File: src/hw/rtl/array_byteswap_column_to_row_reorder_core_defines.svh
// Assertion macros for the array reorder core.
// Included by the top level; no other dependencies.
`ifndef ARRAY_BYTESWAP_COLUMN_TO_ROW_REORDER_CORE_DEFINES_SVH
`define ARRAY_BYTESWAP_COLUMN_TO_ROW_REORDER_CORE_DEFINES_SVH

// Condition that must hold at every clock edge out of reset.
`define ABRR_AST_HOLDS(label, clk, rst_n, cond, msg) \
  label: assert property (@(posedge clk) disable iff (!rst_n) (cond)) \
    else $error(msg);

// Antecedent at one edge implies consequent at the next edge.
`define ABRR_AST_NEXT(label, clk, rst_n, ante, cons, msg) \
  label: assert property (@(posedge clk) disable iff (!rst_n) (ante) |=> (cons)) \
    else $error(msg);

`endif

File: src/hw/rtl/abrr_pkg.sv
// Shared constants, codes and types for the array reorder core.
// No dependencies; imported by abrr_geom and the top level.
package abrr_pkg;

  localparam int DEF_MAX_AXES    = 5;
  localparam int DEF_STORE_DEPTH = 4096;

  localparam int DATA_W = 64;
  localparam int LEN_W  = 13;
  localparam int IDX_W  = 3;
  localparam int EB_W   = 4;
  localparam int STAT_W = 3;

  // configuration register indexes
  localparam logic [IDX_W-1:0] REG_ELEM_BYTES = 3'd0;
  localparam logic [IDX_W-1:0] REG_SWAP       = 3'd1;
  localparam logic [IDX_W-1:0] REG_COL_MAJOR  = 3'd2;
  localparam logic [IDX_W-1:0] REG_AXIS0      = 3'd3;

  // item operations
  localparam logic OP_PUSH  = 1'b0;
  localparam logic OP_FETCH = 1'b1;

  // result status codes
  localparam logic [STAT_W-1:0] STAT_OK        = 3'd0;
  localparam logic [STAT_W-1:0] STAT_EXTRA     = 3'd1;
  localparam logic [STAT_W-1:0] STAT_TOO_LARGE = 3'd2;
  localparam logic [STAT_W-1:0] STAT_TRUNC     = 3'd3;
  localparam logic [STAT_W-1:0] STAT_EXHAUST   = 3'd4;

  typedef struct packed {
    logic clear;    // new array: zero the odometer
    logic advance;  // fetch accepted: step the odometer
  } geom_ctl_t;

endpackage

File: src/hw/rtl/abrr_geom.sv
// Array geometry: axis lengths, strides, element count and the gather odometer.
// Depends on abrr_pkg. Strides and count are rebuilt by a sequencer after each
// configuration write, one axis per cycle with one multiplier per product.
module abrr_geom #(
  parameter int MAX_AXES    = abrr_pkg::DEF_MAX_AXES,
  parameter int STORE_DEPTH = abrr_pkg::DEF_STORE_DEPTH,
  localparam int CW  = $clog2(STORE_DEPTH + 2),
  localparam int AXW = $clog2(MAX_AXES),
  localparam int SRW = CW + AXW
) (
  input  logic                           clk,
  input  logic                           rst_n,
  input  logic                           cfg_we,
  input  logic [abrr_pkg::IDX_W-1:0]     cfg_index,
  input  logic [abrr_pkg::LEN_W-1:0]     cfg_data,
  input  abrr_pkg::geom_ctl_t            ctl,
  output logic                           busy,
  output logic [CW-1:0]                  count,
  output logic [SRW-1:0]                 src
);
  import abrr_pkg::*;

  localparam int SW = $clog2(MAX_AXES + 1);
  localparam int MW = CW + LEN_W;
  localparam logic [CW-1:0] SAT_V = CW'(STORE_DEPTH + 1);

  logic [LEN_W-1:0] len_r    [MAX_AXES];
  logic [LEN_W-1:0] pos_r    [MAX_AXES];
  logic [CW-1:0]    t_r      [MAX_AXES];  // position times stride, saturated
  logic [CW-1:0]    stride_r [MAX_AXES];
  logic [CW-1:0]    count_r;
  logic             busy_r;
  logic [SW-1:0]    step_r;
  logic [SRW-1:0]   src_r;

  logic [LEN_W-1:0] cur_len;
  logic [LEN_W-1:0] cur_pos;
  logic [CW-1:0]    cur_str;
  logic [MW-1:0]    smul;
  logic [MW-1:0]    tmul;
  logic [CW-1:0]    smul_sat;
  logic [CW-1:0]    tmul_sat;

  logic [MAX_AXES-1:0] wrap;
  logic [MAX_AXES-1:0] carry;
  logic [LEN_W-1:0]    pos_inc [MAX_AXES];
  logic [CW-1:0]       t_inc   [MAX_AXES];
  logic [SRW-1:0]      src_sum;
  logic [IDX_W-1:0]    axis_sel;

  assign busy  = busy_r;
  assign count = count_r;
  assign src   = src_r;
  assign axis_sel = cfg_index - REG_AXIS0;

  // pick the axis the sequencer works on this cycle
  always_comb begin
    cur_len = '0;
    cur_pos = '0;
    cur_str = '0;
    for (int j = 0; j < MAX_AXES; j++) begin
      if (step_r == SW'(j)) begin
        cur_len = len_r[j];
        cur_pos = pos_r[j];
        cur_str = stride_r[j];
      end
    end
    smul = MW'(cur_str) * MW'(cur_len);
    tmul = MW'(cur_pos) * MW'(cur_str);
    smul_sat = (smul > MW'(SAT_V)) ? SAT_V : smul[CW-1:0];
    tmul_sat = (tmul > MW'(SAT_V)) ? SAT_V : tmul[CW-1:0];
  end

  // odometer: last axis fastest, carry moves towards axis 0
  always_comb begin
    logic [LEN_W:0] p1;
    logic [CW:0]    tadd;
    for (int j = 0; j < MAX_AXES; j++) begin
      p1         = {1'b0, pos_r[j]} + {{LEN_W{1'b0}}, 1'b1};
      wrap[j]    = p1 >= {1'b0, len_r[j]};
      pos_inc[j] = p1[LEN_W-1:0];
      tadd       = {1'b0, t_r[j]} + {1'b0, stride_r[j]};
      t_inc[j]   = (tadd > {1'b0, SAT_V}) ? SAT_V : tadd[CW-1:0];
    end
    carry[MAX_AXES-1] = 1'b1;
    for (int j = MAX_AXES - 2; j >= 0; j--) begin
      carry[j] = carry[j+1] & wrap[j+1];
    end
    src_sum = '0;
    for (int j = 0; j < MAX_AXES; j++) begin
      src_sum = src_sum + SRW'(t_r[j]);
    end
  end

  always_ff @(posedge clk) begin
    if (!rst_n) begin
      for (int j = 0; j < MAX_AXES; j++) begin
        len_r[j]    <= LEN_W'(1);
        pos_r[j]    <= '0;
        t_r[j]      <= '0;
        stride_r[j] <= CW'(1);
      end
      count_r <= CW'(1);
      busy_r  <= 1'b0;
      step_r  <= '0;
      src_r   <= '0;
    end else begin
      if (cfg_we && (cfg_index >= REG_AXIS0)) begin
        for (int j = 0; j < MAX_AXES; j++) begin
          if (int'(axis_sel) == j) begin
            len_r[j] <= cfg_data;
          end
        end
      end

      // rebuild strides, count and partial offsets after any write
      if (cfg_we) begin
        busy_r <= 1'b1;
        step_r <= '0;
      end else if (busy_r) begin
        if (step_r == SW'(MAX_AXES)) begin
          busy_r <= 1'b0;
        end else begin
          for (int j = 0; j < MAX_AXES; j++) begin
            if (step_r == SW'(j)) begin
              t_r[j] <= tmul_sat;
            end
          end
          for (int j = 1; j < MAX_AXES; j++) begin
            if (step_r == SW'(j - 1)) begin
              stride_r[j] <= smul_sat;
            end
          end
          if (step_r == SW'(MAX_AXES - 1)) begin
            count_r <= smul_sat;
          end
          step_r <= step_r + 1'b1;
        end
      end

      if (ctl.clear) begin
        for (int j = 0; j < MAX_AXES; j++) begin
          pos_r[j] <= '0;
          t_r[j]   <= '0;
        end
        src_r <= '0;
      end else begin
        if (ctl.advance) begin
          for (int j = 0; j < MAX_AXES; j++) begin
            if (carry[j]) begin
              pos_r[j] <= wrap[j] ? '0 : pos_inc[j];
              t_r[j]   <= wrap[j] ? '0 : t_inc[j];
            end
          end
        end
        src_r <= src_sum;
      end
    end
  end

endmodule

File: config.mk
export PLATFORM = sky130hd
export DESIGN_NAME = abrr_geom
export DESIGN_NICKNAME = d
export VERILOG_FILES = /design/src/hw/rtl/array_byteswap_column_to_row_reorder_core_defines.svh /design/src/hw/rtl/abrr_pkg.sv /design/src/hw/rtl/abrr_geom.sv
export SDC_FILE = /design/constraint.sdc
export NUM_CORES = 2
export LEC_CHECK = 0
export BUFFER_PORTS_ARGS = -buffer_cell sky130_fd_sc_hd__buf_2
export CAP_MARGIN = 30
export CELL_PAD_IN_SITES_DETAIL_PLACEMENT = 0
export CELL_PAD_IN_SITES_GLOBAL_PLACEMENT = 1
export CORE_AREA = 4 4 266 216
export DETAILED_ROUTE_END_ITERATION = 8
export DIE_AREA = 0 0 270 220
export PLACE_DENSITY_LB_ADDON = 0.1
export SLEW_MARGIN = 20
export SYNTH_ARGS = -nofsm -noshare
export SYNTH_HDL_FRONTEND = slang
export SYNTH_SLANG_ARGS = --single-unit
File: constraint.sdc
create_clock -name clk -period 14.1 [get_ports clk]
set_input_delay 2.82 -clock clk [delete_from_list [all_inputs] [get_ports clk]]
set_output_delay 2.82 -clock clk [all_outputs]
set_load 0.01 [all_outputs]
**Word-level counts from Yosys, hierarchy flattened**

Memories as Yosys holds them, arrays and structs flattened.
Cells that the tools add are included.

- Shifts and indexed selects: 0
- Eq/ne operators: 9
- Multiply operators: 2
- Add/subtract/negate cells: 16
- Multiplexer cells: 147
- Reduce and logical (&&, ||, !) cells: 7
- Div/mod/pow operators: 0
- Bitwise logic cells: 40
- Magnitude comparators: 13

Operators by type and width:

| kind | number |
|---|---|
| two-way mux 13 bit | 66 |
| adder 13 x 13 -> 14 bit | 6 |
| two-way mux 1 bit | 81 |
| adder 13 x 1 -> 14 bit (second input constant) | 5 |
| greater-or-equal comparator 14 x 13 -> 1 bit | 5 |
| > comparator 14 x 13 -> 1 bit (second input constant) | 5 |
| > comparator 26 x 13 -> 1 bit (second input constant) | 2 |
| multiplier 13 x 13 -> 26 bit | 2 |
| OR 1 bit | 34 |
| adder 15 x 13 -> 16 bit | 1 |
| adder 16 x 13 -> 16 bit | 1 |
| adder 14 x 13 -> 15 bit | 1 |
| equality test 3 bit (second input constant) | 5 |
| equality test 3 x 2 -> 1 bit (second input constant) | 3 |
| zero test 3 bit | 2 |
| AND reduction 4 bit | 1 |
| OR reduction 2 bit | 2 |
| adder 3 x 1 -> 3 bit (second input constant) | 1 |
| AND 1 bit | 3 |
| equality test 3 x 1 -> 1 bit (second input constant) | 1 |
| greater-or-equal comparator 3 x 2 -> 1 bit (second input constant) | 1 |
| NOT 1 bit | 3 |
| subtractor 3 x 2 -> 3 bit (second input constant) | 1 |
| AND reduction 2 bit | 1 |
| logical AND 1 bit | 1 |

- Memory bits (writable): 260
- Flip-flop bits (word level): 33
- Input port bits: 21
- Word-level logic and storage cells: 242
- Bits in latches: 0
- Memories: 4
- Bits in read-only memories: 0
- Output and inout bits: 30

Memories:

| name | depth | bits a word | read ports | clocked after Yosys merged registers in | write ports | line | source |
|---|---|---|---|---|---|---|---|
| len_r | 5 | 13 | 5 | 0 | 5 | abrr_geom.sv:27 | `logic [LEN_W-1:0] len_r [MAX_AXES];` |
| pos_r | 5 | 13 | 5 | 0 | 5 | abrr_geom.sv:28 | `logic [LEN_W-1:0] pos_r [MAX_AXES];` |
| stride_r | 5 | 13 | 5 | 0 | 5 | abrr_geom.sv:30 | `logic [CW-1:0] stride_r [MAX_AXES];` |
| t_r | 5 | 13 | 5 | 0 | 5 | abrr_geom.sv:29 | `logic [CW-1:0] t_r [MAX_AXES];` |

**Longest topological paths before layout**

- Depth in word-level cells: 12
- Gate-level depth with buffers: 35
- Depth with buffers taken out: 30

**Worst setup path before layout**

OpenSTA, ideal clock, no wires.

- Kind: register to register
- Start: reg step_r[1]
- End: mem stride_r[0][18] (netlist bit) (data pin)
- Cell stages (with the launch flop): 32
- Slack: 6.380 ns
- Period minus slack after synthesis: 7.720 ns
- Path buffers: 5
- Setup time: 0.167 ns
- Data arrival time: 7.553 ns
- Required time: 13.933 ns
- Path through: dfxtp_1 > inv_1 > ha_1 > clkbuf_1 > nand2_1 > buf_2 > clkbuf_1 > a21oi_1 > o221ai_1 > o21ai_0 > a21oi_1 > clkbuf_1 > nand2_1 > fa_1 > fa_1 > inv_1 > fa_1 > fa_1 > inv_1 > fa_1 > inv_1 > ha_1 > buf_2 > a21oi_1 > o21ai_1 > a21oi_1 > nor2_1 > or4_1 > a221oi_1 > nand4_1 > or3_1 > nor2_1

RTL lines:

| item | line | source |
|---|---|---|
| start, declared | abrr_geom.sv:33 | `logic [SW-1:0] step_r;` |
| start signal, assigned | abrr_geom.sv:137 | `step_r <= step_r + 1'b1;` |
| end, declared | abrr_geom.sv:30 |  |

==> metrics.md <==
| Metric | Value |
|---|---|
| Status | completed |
| RSZ-0062 raised after global routing | no |
| Layout cell share with drive strength beyond 1 | 6.18% |
| FF+latch count, synth | 280 |
| Crit path launch type | flip-flop |
| Resized cells post-CTS | 0 |
| Post-synthesis cell count | 3192 |
| Reg area | a little over 8000 um^2 |
| TritonRoute pass-1 iters | 5 |
| Routed Antenna Nets | 0 |
| Layout fillers | 4819 |
| Drt via density | 6.08 |
| Async SR Flop Fraction | 0% |
| Max-cap violations | 0 |
| CTS Buffer Depth | 3 |
| Slew HR | 26.8% |
| Placed insts | 3880 |
| Achievable clock frequency | slightly below 100 MHz |
| # Post-CTS Setup Buffers | 0 |
| Die W | 270 um |
| Netlist Area Pre-Place | 29800 um^2 |
| Max FO, Critical Path | ~50 |
| Residual DRC | 0 |
| CTS Root Cell | clkbuf_16 |
| Antenna violations before repair | 1 |
| Placer Congestion | around 0.94 |
| Critical path type | flip-flop to flip-flop |
| Worst hold path class | flip-flop to flip-flop |
| Die area | 59400 um^2 |
| Max H-tree Level | 2 |
| Cell at the slowest stage of the critical path | ha_1 |
| Wire per inst | around 24 um |
| Core Util, Final | 58.5% |
| P per Cell Area | 87.2 nW/um^2 |
| Detail Placement HPWL | 76.9 mm |
| Total number of vias | 23998 |
| Initial core utilization | 54.3% |
| Synth cell types | 86 |
| Multi-input gate area | roughly 20000 um^2 |
| Area growth, synth to finish | 7.70% |
| ANT cells | 0 |
| GRT Util Overall | 31.9% |
| Endpoint class of the critical path | flip-flop |
| Least-Margin Pin Slew | 1.09 ns |
| Post-synth EDFFs | 247 |
| First-pass GRT wire length | roughly 150 mm |
| Final net count | 3804 |
| Commonest non-fill, non-tap cell in the layout | inv_1 |
| Commonest cells after routing, fill and taps aside | 460 x inv_1, 357 x nand2_1, 288 x ha_1 |
| Clock Skews | 0.0390 ns |
| # hold bufs at CTS | 0 |
| Prevailing post-synth register cell | edfxtp_1 |
| Port buffer count | 50 |
| Avg Cell Area, Syn | 9.33 um^2 |
| Tmin final | 10.14 ns |
| Num CTS Buffers | 34 |
| Tcrit/Tclk final | a little under three quarters |
| Yosys warns | 0 |
| Core Region | about 55000 um^2 |
| Most frequent CP cell | inv_1 |
| Post-synth net total | around 3800 |
| Row cnt | 77 |
| I/O pins | 51 |
| WP data arrival | 10.36 ns |
| Setup_tns | 0 ns |
| Critical Path RT | 14.32 ns |
| Die Y | 220 um |
| Fin cells | 3948 |
| Final Hold Fails | 0 |
| Largest net degree at the start of global routing | 52 |
| Endpoints failing setup | 0 |
| Detailed Route Iter0 Violations | 2577 |
| Gr ovfl total | 0 |
| Clock tree from TritonCTS | built |
| Leak | 14.7 nW |
| Sequential-to-total area share from yosys stat | 27.1% |
| Number of global-route vias before repair | 24113 |
| Clk slew on worst S/H paths | 0.07 ns |
| Fin. max-slew vios | 0 |
| Clk Latency, worst-skew pair | 0.58 ns |
| Max incr delay on CP | around 0.73 ns |
| Total wire length | 93.9 mm |
| CTS Sinks | 280 |
| Worst IR Drop VDD | 72.2 uV |
## worst max-delay path, delay by kind of cell (launching register included)
kind / cells / cell delay, ns
DFF: 1 / 0.41
muxes: 1 / 0.17
adders and majority gates: 7 / 3.83
buffers and inverters: 8 / 1.45
AOI/OAI and AO/OA: 5 / 1.62
and+or+nand+nor: 8 / 2.23
## sequential cells by signal, summed over array words and instances (netlist names)
register and flops:
len_r 65, pos_r 65, t_r 65, stride_r 52, src 16, count 13
step_r 3, busy 1
## layer usage
metal  global-route usage, %  share of wire (%)
met5                       0                  0
met3                    7.32                9.9
met2                    47.3                 42
met1                    47.6                 46
met4                    8.00                2.5
## cells by family (layout without fill, tap and decap cells)
kind of cell,after synthesis,count (layout),synth area share (%)
AOI/OAI and AO/OA,582,582,13.4
xor gates and xnor gates,141,141,4.15
adders and majority gates,572,572,31.2
buffers and inverters,574,619,7.32
DFF,280,280,27.1
muxes,19,19,0.651
and+or+nand+nor,1024,1024,16.2
## where the power goes
group | internal, mW | total, mW | switching, mW
clock | 0.534 | 0.931 | 0.396
sequential | 0.967 | 1.03 | 0.0626
combinational | 0.300 | 0.836 | 0.536
## worst paths after layout
check	startpoint	to	slack (ns)	depth (start not counted)
worst min-delay path	count[11]	count[11]	0.48	1
worst max register to register	step_r[2]	stride_r[0][52]	3.96	29
worst min register to register	count[11]	count[11]	0.48	1
worst max-delay path	step_r[2]	stride_r[0][52]	3.96	29
## synth_stat cells, types with 34 or more instances
library cell | number | area share [%]
o22ai_1 | 38 | 0.80
inv_1 | 460 | 5.8
nor2b_1 | 62 | 1.3
xor2_1 | 63 | 1.9
nor2_1 | 268 | 3.4
fa_1 | 284 | 19
xnor2_1 | 78 | 2.3
and2_1 | 75 | 1.6
edfxtp_1 | 247 | 25
o211ai_1 | 34 | 0.86
o21ai_0 | 103 | 1.7
ha_1 | 288 | 12
nand3_1 | 68 | 1.1
a21oi_1 | 125 | 2.1
nor3_1 | 38 | 0.64
nand2_1 | 359 | 4.5
clkbuf_1 | 92 | 1.2
## per-stage QoR
step | cell area (um^2) | worst slack [ns] | power [mW] | hold WS [ns]
after floorplan | 29800 | 6.38 | 1.57 | 0.469
after global placement | 30700 | 3.96 | 1.84 | 0.459
after detailed placement | 30800 | 4.22 | 1.86 | 0.461
after CTS | 32000 | 4.10 | 2.79 | 0.477
after global routing | 32100 | 3.43 | 2.93 | 0.498
final | 32100 | 3.96 | 2.80 | 0.479
## layout make-up
type | instances | area share [%]
clock buffer | 43 | 2.89
clock inverter | 19 | 0.761
inverter | 461 | 5.40
multi-input combinational | 2338 | 61.0
sequential | 280 | 25.2
tap | 711 | 2.77
timing repair buffer | 96 | 2.02
No activity file was read; power rests on OpenSTA's default activity.
